--- src/design/msev_pkg.sv ---
// ----------------------------------------------------------------------------
// msev_pkg
// shared types and constants of the monotone spline evaluator
// ----------------------------------------------------------------------------
package msev_pkg;

    localparam int MSEV_MAX_KNOTS = 16;

    localparam int VAL_W   = 16;
    localparam int IDX_W   = 4;
    localparam int MODE_W  = 2;
    localparam int CFG_W   = 5;
    localparam int OUT_W   = 32;
    localparam int DIF_W   = 18;
    localparam int SQ_W    = 32;
    localparam int DEN_W   = 16;
    localparam int QUO_W   = 29;
    localparam int PSI_W   = 31;
    localparam int PROD_W  = 48;
    localparam int CNT_W   = 5;

    localparam logic [CFG_W-1:0] CFG_RESET = 5'd16;

    localparam logic [MODE_W-1:0] MODE_LOAD_KNOT = 2'd0;
    localparam logic [MODE_W-1:0] MODE_LOAD_COEF = 2'd1;
    localparam logic [MODE_W-1:0] MODE_EVAL      = 2'd2;
    localparam logic [MODE_W-1:0] MODE_UNUSED    = 2'd3;

    typedef struct packed {
        logic signed [VAL_W-1:0] knot;
        logic signed [VAL_W-1:0] coef;
    } t_entry;

    typedef struct packed {
        logic load_knot;
        logic load_coef;
        logic shift;
    } t_cell_ctl;

endpackage

--- src/design/monotone_spline_evaluator_core.sv ---
// ----------------------------------------------------------------------------
// monotone_spline_evaluator_core
// integrated linear b-spline evaluator over a rotating ring of table cells
// ----------------------------------------------------------------------------
// slave stream: tuser carries mode, tdata carries entry index and operand.
// mode 0 and 1 write one knot or coefficient slot, mode 2 evaluates g(x)
// and returns one master transaction, mode 3 is dropped.
// the knot and coefficient slots form a ring of cells; an evaluation rotates
// the ring one step per knot so the head cell presents knot l and its
// neighbor knot l+1, then rotates the rest of the way home.
// per knot, the serial divider (one quotient bit a cycle, 29 bits) runs only
// when a division is needed; the divider sets the rate. x below -1 finishes
// without walking the knots. one item is in work at a time; tready is high
// only between items, and a new item is taken while a result waits.
// a stalled master side holds the result register and the next evaluation
// waits for it before finishing. synchronous reset clears control and sets
// knots_in_use to 16; table contents stay undefined until written.
// ----------------------------------------------------------------------------
module monotone_spline_evaluator_core #(
    parameter int MAX_KNOTS = msev_pkg::MSEV_MAX_KNOTS
) (
    input  logic                       i_clk,
    input  logic                       i_rst_n,
    input  logic                       i_cfg_we,
    input  logic [msev_pkg::CFG_W-1:0] i_cfg_wdata,
    input  logic                       i_s_axis_tvalid,
    output logic                       o_s_axis_tready,
    input  logic [23:0]                i_s_axis_tdata,  // entry_index, operand_value, pad
    input  logic [1:0]                 i_s_axis_tuser,  // mode
    output logic                       o_m_axis_tvalid,
    input  logic                       i_m_axis_tready,
    output logic [31:0]                o_m_axis_tdata,  // spline_value
    output logic [0:0]                 o_m_axis_tuser   // saturated
);
    import msev_pkg::*;

    localparam int LW    = $clog2(MAX_KNOTS + 1);
    localparam int ACC_W = PROD_W + $clog2(MAX_KNOTS) + 1;

    typedef enum logic [8:0] {
        S_IDLE  = 9'b000000001,
        S_SETUP = 9'b000000010,
        S_SQ    = 9'b000000100,
        S_DST   = 9'b000001000,
        S_DIV   = 9'b000010000,
        S_PSI   = 9'b000100000,
        S_MUL   = 9'b001000000,
        S_ACC   = 9'b010000000,
        S_HOME  = 9'b100000000
    } t_state;

    t_state r_state, n_state;
    logic   r_done_wait;

    logic [CFG_W-1:0]         r_cfg;
    logic [LW-1:0]            r_l;
    logic [LW-1:0]            r_rot;
    logic signed [DIF_W-1:0]  r_x;
    logic signed [DIF_W-1:0]  r_uprev;
    logic signed [DIF_W-1:0]  r_ul;
    logic [VAL_W-1:0]         r_sqop;
    logic [SQ_W-1:0]          r_sq;
    logic [DEN_W-1:0]         r_den;
    logic [PSI_W-1:0]         r_base;
    logic [PSI_W-1:0]         r_lin;
    logic                     r_neg;
    logic                     r_need;
    logic [PSI_W-1:0]         r_psi;
    logic signed [PROD_W-1:0] r_prod;
    logic signed [ACC_W-1:0]  r_acc;
    logic                     r_ovalid;
    logic [OUT_W-1:0]         r_odata;
    logic                     r_osat;

    logic [MODE_W-1:0]       w_mode;
    logic [IDX_W-1:0]        w_idx;
    logic signed [VAL_W-1:0] w_val;
    logic                    w_acc_in;
    logic [LW-1:0]           w_k;
    logic                    w_first;
    logic                    w_last;

    t_entry    w_cell [MAX_KNOTS];
    t_cell_ctl w_ctl  [MAX_KNOTS];

    logic signed [DIF_W-1:0] w_ul, w_dl, w_un, w_dr, w_a, w_b;
    logic                    w_dl_ok;
    logic [PSI_W-1:0]        w_base, w_lin;
    logic [VAL_W-1:0]        w_sqop;
    logic [DEN_W-1:0]        w_den;
    logic                    w_neg, w_need;

    logic [QUO_W-1:0]        w_quo;
    logic                    w_div_done;
    logic [PSI_W-1:0]        w_q;

    logic signed [63:0]      w_sum, w_rq;
    logic                    w_slot;

    assign w_mode   = i_s_axis_tuser;
    assign w_idx    = i_s_axis_tdata[IDX_W-1:0];
    assign w_val    = i_s_axis_tdata[IDX_W+VAL_W-1:IDX_W];
    assign o_s_axis_tready = (r_state == S_IDLE) && !r_done_wait;
    assign w_acc_in = i_s_axis_tvalid && o_s_axis_tready;

    always_comb begin
        if (r_cfg < 5'd2) begin
            w_k = LW'(2);
        end else if (int'(r_cfg) > MAX_KNOTS) begin
            w_k = LW'(MAX_KNOTS);
        end else begin
            w_k = LW'(r_cfg);
        end
    end

    assign w_first = (r_l == '0);
    assign w_last  = (r_l == w_k - LW'(1));

    for (genvar i = 0; i < MAX_KNOTS; i++) begin : g_cell
        always_comb begin
            w_ctl[i].shift     = (r_state == S_ACC) || (r_state == S_HOME);
            w_ctl[i].load_knot = w_acc_in && (w_mode == MODE_LOAD_KNOT) && (int'(w_idx) == i);
            w_ctl[i].load_coef = w_acc_in && (w_mode == MODE_LOAD_COEF) && (int'(w_idx) == i);
        end
        msev_cell u_cell (
            .i_clk       (i_clk),
            .i_ctl       (w_ctl[i]),
            .i_load_data (w_val),
            .i_nbr       (w_cell[(i + 1) % MAX_KNOTS]),
            .o_entry     (w_cell[i])
        );
    end

    always_comb begin
        w_ul    = w_first ? -18'sd16384
                          : {{(DIF_W-VAL_W){w_cell[0].knot[VAL_W-1]}}, w_cell[0].knot};
        w_un    = {{(DIF_W-VAL_W){w_cell[1].knot[VAL_W-1]}}, w_cell[1].knot};
        w_dl    = w_ul - r_uprev;
        w_dr    = w_last ? w_dl : (w_un - w_ul);
        w_a     = r_x - r_uprev;
        w_b     = r_x - w_ul;
        w_dl_ok = !w_first && (w_dl > 0);
        w_base  = '0;
        w_lin   = '0;
        w_neg   = 1'b0;
        w_need  = 1'b0;
        w_sqop  = w_a[VAL_W-1:0];
        w_den   = w_dl[DEN_W-1:0];
        if (r_x < w_ul) begin
            w_need = w_dl_ok && (w_a >= 0);
        end else begin
            if (w_dl_ok) begin
                w_base = PSI_W'({w_dl[DEN_W-1:0], 13'b0});
            end
            if (w_dr > 0) begin
                if (w_b >= w_dr) begin
                    w_base = w_base + PSI_W'({w_dr[DEN_W-1:0], 13'b0});
                end else begin
                    w_need = 1'b1;
                    w_neg  = 1'b1;
                    w_sqop = w_b[VAL_W-1:0];
                    w_den  = w_dr[DEN_W-1:0];
                    w_lin  = PSI_W'({w_b[VAL_W-1:0], 14'b0});
                end
            end
        end
    end

    msev_div u_div (
        .i_clk   (i_clk),
        .i_rst_n (i_rst_n),
        .i_start (r_state == S_DST),
        .i_sq    (r_sq),
        .i_den   (r_den),
        .o_quo   (w_quo),
        .o_done  (w_div_done)
    );

    assign w_q = r_need ? PSI_W'(w_quo) : '0;

    always_comb begin
        w_sum = {{(64-ACC_W){r_acc[ACC_W-1]}}, r_acc} + 64'sd524288;
        w_rq  = w_sum >>> 20;
    end

    assign w_slot = !r_ovalid || i_m_axis_tready;

    always_comb begin
        n_state = r_state;
        case (r_state)
            S_IDLE: begin
                if (w_acc_in && (w_mode == MODE_EVAL) && (w_val >= -16'sd16384)) begin
                    n_state = S_SETUP;
                end
            end
            S_SETUP: n_state = w_need ? S_SQ : S_PSI;
            S_SQ:    n_state = S_DST;
            S_DST:   n_state = S_DIV;
            S_DIV:   n_state = w_div_done ? S_PSI : S_DIV;
            S_PSI:   n_state = S_MUL;
            S_MUL:   n_state = S_ACC;
            S_ACC: begin
                if (!w_last) begin
                    n_state = S_SETUP;
                end else if (w_k == LW'(MAX_KNOTS)) begin
                    n_state = S_IDLE;
                end else begin
                    n_state = S_HOME;
                end
            end
            S_HOME:  n_state = (r_rot == LW'(1)) ? S_IDLE : S_HOME;
            default: n_state = S_IDLE;
        endcase
    end

    always_ff @(posedge i_clk) begin
        if (!i_rst_n) begin
            r_state     <= S_IDLE;
            r_done_wait <= 1'b0;
            r_cfg       <= CFG_RESET;
            r_ovalid    <= 1'b0;
        end else begin
            r_state <= n_state;
            if (i_cfg_we) begin
                r_cfg <= i_cfg_wdata;
            end
            if ((r_state == S_IDLE) && w_acc_in && (w_mode == MODE_EVAL)
                && (w_val < -16'sd16384)) begin
                r_done_wait <= 1'b1;
            end else if ((r_state == S_ACC) && w_last && (w_k == LW'(MAX_KNOTS))) begin
                r_done_wait <= 1'b1;
            end else if ((r_state == S_HOME) && (r_rot == LW'(1))) begin
                r_done_wait <= 1'b1;
            end else if (r_done_wait && w_slot) begin
                r_done_wait <= 1'b0;
            end
            if (r_done_wait && w_slot) begin
                r_ovalid <= 1'b1;
            end else if (i_m_axis_tready) begin
                r_ovalid <= 1'b0;
            end
        end
    end

    always_ff @(posedge i_clk) begin
        case (r_state)
            S_IDLE: begin
                if (w_acc_in) begin
                    r_l     <= '0;
                    r_acc   <= '0;
                    r_uprev <= -18'sd16384;
                    r_x     <= (w_val > 16'sd16384) ? 18'sd16384
                                                    : {{(DIF_W-VAL_W){w_val[VAL_W-1]}}, w_val};
                end
            end
            S_SETUP: begin
                r_ul   <= w_ul;
                r_sqop <= w_sqop;
                r_den  <= w_den;
                r_base <= w_base;
                r_lin  <= w_lin;
                r_neg  <= w_neg;
                r_need <= w_need;
            end
            S_SQ:  r_sq   <= r_sqop * r_sqop;
            S_PSI: r_psi  <= r_neg ? (r_base + r_lin - w_q) : (r_base + w_q);
            S_MUL: r_prod <= $signed({1'b0, r_psi}) * w_cell[0].coef;
            S_ACC: begin
                r_acc   <= r_acc + ACC_W'(r_prod);
                r_uprev <= r_ul;
                r_l     <= r_l + LW'(1);
                r_rot   <= LW'(MAX_KNOTS) - w_k;
            end
            S_HOME: r_rot <= r_rot - LW'(1);
            default: begin
            end
        endcase
        if (r_done_wait && w_slot) begin
            if (w_rq > 64'sd2147483647) begin
                r_odata <= 32'h7fffffff;
                r_osat  <= 1'b1;
            end else if (w_rq < -64'sd2147483648) begin
                r_odata <= 32'h80000000;
                r_osat  <= 1'b1;
            end else begin
                r_odata <= w_rq[OUT_W-1:0];
                r_osat  <= 1'b0;
            end
        end
    end

    assign o_m_axis_tvalid   = r_ovalid;
    assign o_m_axis_tdata    = r_odata;
    assign o_m_axis_tuser[0] = r_osat;

endmodule

--- src/design/msev_cell.sv ---
// ----------------------------------------------------------------------------
// msev_cell
// one table slot of the rotating knot and coefficient ring
// ----------------------------------------------------------------------------
module msev_cell (
    input  logic                       i_clk,
    input  msev_pkg::t_cell_ctl        i_ctl,
    input  logic [msev_pkg::VAL_W-1:0] i_load_data,
    input  msev_pkg::t_entry           i_nbr,
    output msev_pkg::t_entry           o_entry
);
    import msev_pkg::*;

    t_entry r_entry;

    always_ff @(posedge i_clk) begin
        if (i_ctl.shift) begin
            r_entry <= i_nbr;
        end else begin
            if (i_ctl.load_knot) begin
                r_entry.knot <= i_load_data;
            end
            if (i_ctl.load_coef) begin
                r_entry.coef <= i_load_data;
            end
        end
    end

    assign o_entry = r_entry;

endmodule

--- src/design/msev_div.sv ---
// ----------------------------------------------------------------------------
// msev_div
// radix-2 restoring divider, floor(sq * 2^13 / den), one quotient bit a cycle
// ----------------------------------------------------------------------------
module msev_div (
    input  logic                       i_clk,
    input  logic                       i_rst_n,
    input  logic                       i_start,
    input  logic [msev_pkg::SQ_W-1:0]  i_sq,
    input  logic [msev_pkg::DEN_W-1:0] i_den,
    output logic [msev_pkg::QUO_W-1:0] o_quo,
    output logic                       o_done
);
    import msev_pkg::*;

    logic [DEN_W-1:0] r_rem;
    logic [DEN_W-1:0] r_den;
    logic [QUO_W-1:0] r_shf;
    logic [CNT_W-1:0] r_cnt;
    logic             r_busy;
    logic             r_done;
    logic [DEN_W:0]   w_t;
    logic [DEN_W:0]   w_diff;
    logic             w_ge;

    assign w_t    = {r_rem, r_shf[QUO_W-1]};
    assign w_ge   = w_t >= {1'b0, r_den};
    assign w_diff = w_t - {1'b0, r_den};

    always_ff @(posedge i_clk) begin
        if (!i_rst_n) begin
            r_busy <= 1'b0;
            r_done <= 1'b0;
            r_cnt  <= '0;
        end else begin
            r_done <= 1'b0;
            if (i_start) begin
                r_busy <= 1'b1;
                r_cnt  <= CNT_W'(QUO_W);
            end else if (r_busy) begin
                r_cnt <= r_cnt - 1'b1;
                if (r_cnt == CNT_W'(1)) begin
                    r_busy <= 1'b0;
                    r_done <= 1'b1;
                end
            end
        end
    end

    always_ff @(posedge i_clk) begin
        if (i_start) begin
            r_rem <= i_sq[SQ_W-1:SQ_W-DEN_W];
            r_shf <= {i_sq[SQ_W-DEN_W-1:0], 13'b0};
            r_den <= i_den;
        end else if (r_busy) begin
            r_rem <= w_ge ? w_diff[DEN_W-1:0] : w_t[DEN_W-1:0];
            r_shf <= {r_shf[QUO_W-2:0], w_ge};
        end
    end

    assign o_quo  = r_shf;
    assign o_done = r_done;

endmodule

--- config.mk ---
export PLATFORM = sky130hd
export DESIGN_NAME = monotone_spline_evaluator_core
export DESIGN_NICKNAME = d
export VERILOG_FILES = /design/src/design/msev_pkg.sv /design/src/design/monotone_spline_evaluator_core.sv /design/src/design/msev_cell.sv /design/src/design/msev_div.sv
export SDC_FILE = /design/constraint.sdc
export NUM_CORES = 2
export LEC_CHECK = 0
export BUFFER_PORTS_ARGS = -buffer_cell sky130_fd_sc_hd__buf_2
export CAP_MARGIN = 0
export CORE_UTILIZATION = 60
export CTS_CLUSTER_DIAMETER = 100
export CTS_CLUSTER_SIZE = 10
export DETAILED_ROUTE_END_ITERATION = 8
export PLACE_DENSITY = 0.74
export REMOVE_ABC_BUFFERS = 1
export SLEW_MARGIN = 20
export SYNTH_ARGS = -nofsm -noshare
export SYNTH_HDL_FRONTEND = slang
export SYNTH_SLANG_ARGS = --single-unit
--- constraint.sdc ---
create_clock -name i_clk -period 15.5 [get_ports i_clk]
set_input_delay 2.325 -clock i_clk [delete_from_list [all_inputs] [get_ports i_clk]]
set_output_delay 2.325 -clock i_clk [all_outputs]
set_load 0.03 [all_outputs]
==> metrics.txt <==
PD cells between 100 and 150 nW/um^2; Cells after DPL 8,483; drt pass-1 iters 6; DR vias 49.6k; TritonCTS buffer count 102; Final Power 9.61 mW; ranking of synthesized cells by area edfxtp_1, fa_1, nand2_1, ha_1, inv_1; Worst-path clk slew about 0.060 ns; commonest cells in the netlist nand2_1, inv_1, edfxtp_1; Hold Crit Class reg2reg; Slew headroom slightly above 10%; minimum clock period 8.64 ns; DR iter-0 viols 4,089; Routed Antenna Nets 0; final hold vios 0; area of the multi-input gates 38,100 sq um; initial antenna violation count 1; Die Area 118,000 sq um; Yosys top cell by area edfxtp_1; number of remaining DRC errors 0; Yosys reg bits between 900 and 1k; Post-synth EDFFs just under 900; HPWL Detailed 120 mm; total gr overflow 0; DR vias/cell 5.75; CP delay by family, top simple AND/OR/NAND/NOR gates; gr usage total 28.8%; final setup fails 0; Sequential cell area 27,200 sq um; Reg-to-Reg Start r_l[0]$_SDFFCE_PN0P_; Routed WL 166 mm; most common cell in the synthesized netlist nand2_1; Post-CTS Setup Inserts 0; vias in the first global route 50.0k; initial core utilization 60.8%; fill count 9,066; Reg2Reg Setup Slack 6.86 ns; maximum buffer depth of the clock tree 3; Port Buffer Count 66; Max Clk Rate 116 MHz; Hold WS 0.397 ns; Synth Area per Inst 9.84 sq um; sequential element share of the synthesized area about 40%; unrepaired setup endpoints after global routing no; Num Clock Sinks 917; Yosys cell types 86; Hold Crit Depth 0; fin crit share 55.7%; outcome finished clean; yosys warns 0; final-report max-slew violation count 0; r2r endpoint r_den[0]$_DFFE_PN_; FFs w/ async S/R, synth 0%; Lkg Pwr 32.7 nW; worst-path fanout max 28; CORE AREA 115,000 sq um; hold_buf cts 0; WP data required 15.94 ns; worst reg2reg path depth 26; root buffer cell clkbuf_16; Cell Area, Placed 71,800 sq um; global-route wire length before repair 267 mm; Largest stage delay, worst path 0.86 ns; crit path kind reg2reg; CTS tree yes; Crit. End Element flop; clock skew 0.0825 ns; clk_lat worst skew 0.74 ns; Crit path buffers/inverters 4; Max Cap Violations 0; WL/cell a little under 20 um; cts repair resizes 0; final setup TNS 0 ns; Nets 8,181; Design Area, Final 74,600 sq um; post-route insts no fill 8,619; CP arrival 9.08 ns; largest net degree at the start of global routing 182; sink of the worst hold path u_div.r_den[9]$_DFFE_PP_; P&R area growth vs syn 6.84%; Worst setup SP type flop; post-synth top area share 37.9%; Synth Instances 7,097; Top Ports 71; layout cell share with drive strength beyond 1 4.57%; peak supply drop between 0.0002 and 0.00025 V; diode count 0; H-Tree Depth 3; Synth Flop Type edfxtp_1; hold wc startpoint r_den[9]$_DFFE_PN_; Die H 343 um; slowest CP cell or4b_2; Mapped Area ~70,000 sq um; Least-Margin Pin Slew 1.33 ns; Die X 343 um; Std-Cell Rows 124; RD Place Congestion 0.957
[final cells by class]
cell class              instances  area share (%)
flip-flops and latches        917            36.4
inverters                     961            4.85
clock inverters                11           0.265
multi-input cells            4935            51.0
clock buffers                 124            3.53
repair buffers                159            1.40
well taps                    1512            2.53
[flip-flops by register name, summed over array words and instances (netlist names), 9 cells and up]
signal	cells
g_cell.u_cell.o_entry	512
r_acc	53
r_prod	48
o_m_axis_tdata	32
r_psi	31
r_sq	31
u_div.o_quo	29
r_base	17
r_den	16
r_lin	16
r_sqop	16
r_ul	16
r_uprev	16
r_x	16
u_div.r_den	16
u_div.r_rem	16
r_state	9
[where the power goes]
part	switching, mW	leakage (nW)	total (mW)	internal (mW)
clock network	0.973	1.37	2.16	1.19
registers	0.0888	8.31	3.13	3.04
logic	2.58	23.1	4.33	1.75
[layout by cell type (no fill, tap or decap), types with 36 or more instances in the layout]
cell / count
xnor2_1: 179
nand2_1: 1623
nor3_1: 67
nand2b_1: 64
buf_4: 90
nand3_1: 76
nor2b_1: 43
o21ai_0: 200
o21a_1: 55
inv_1: 956
buf_2: 66
xor2_1: 85
edfxtp_1: 881
a31oi_1: 37
ha_1: 478
dfxtp_1: 36
clkbuf_16: 102
fa_1: 591
mux2i_1: 52
and3_1: 60
nor2_1: 340
and2_1: 246
a21o_1: 84
a21oi_1: 244
[cell families after synthesis]
kind of cell	after synthesis	share of synthesized area [%]
buffers and inverters	1245	6.75
and+or+nand+nor	2676	16.9
muxes	58	0.847
DFF	917	38.9
adders and majority gates	1069	25.5
xor gates and xnor gates	264	3.31
AOI/OAI and AO/OA	868	7.81
[metal layers]
layer / GRT usage, % / vias up / wire, um
li1: - / 23200 / -
met1: 39.6 / 24300 / 70300
met2: 47.3 / 1803 / 77900
met3: 4.32 / 332 / 11800
met4: 9.28 / 2 / 5540
met5: 0 / - / 10
[worst max path at each step]
| stage | startpoint | to | slack, ns | cells after the start |
|---|---|---|---|---|
| 6_report | r_l[0]$_SDFFCE_PN0P_ | r_den[0]$_DFFE_PN_ | 6.86 | 26 |
| 3_5_place_dp | r_l[0]$_SDFFCE_PN0P_ | r_den[0]$_DFFE_PN_ | 7.08 | 26 |
| 2_1_floorplan | r_l[0]$_SDFFCE_PN0P_ | r_den[0]$_DFFE_PN_ | 7.85 | 23 |
| 3_3_place_gp | r_l[0]$_SDFFCE_PN0P_ | r_den[0]$_DFFE_PN_ | 7.23 | 26 |
| 5_1_grt | r_l[0]$_SDFFCE_PN0P_ | r_den[0]$_DFFE_PN_ | 6.17 | 26 |
| 4_1_cts | r_l[0]$_SDFFCE_PN0P_ | r_den[0]$_DFFE_PN_ | 7.00 | 26 |
[metrics by stage]
stage,util [%],worst slack (ns)
floorplan,-,7.85
global placement,62.5,7.23
detailed placement,62.5,7.08
CTS,65.0,7.00
global route,65.0,6.17
finish,65.0,6.86
(Power assumes the default switching activity.)
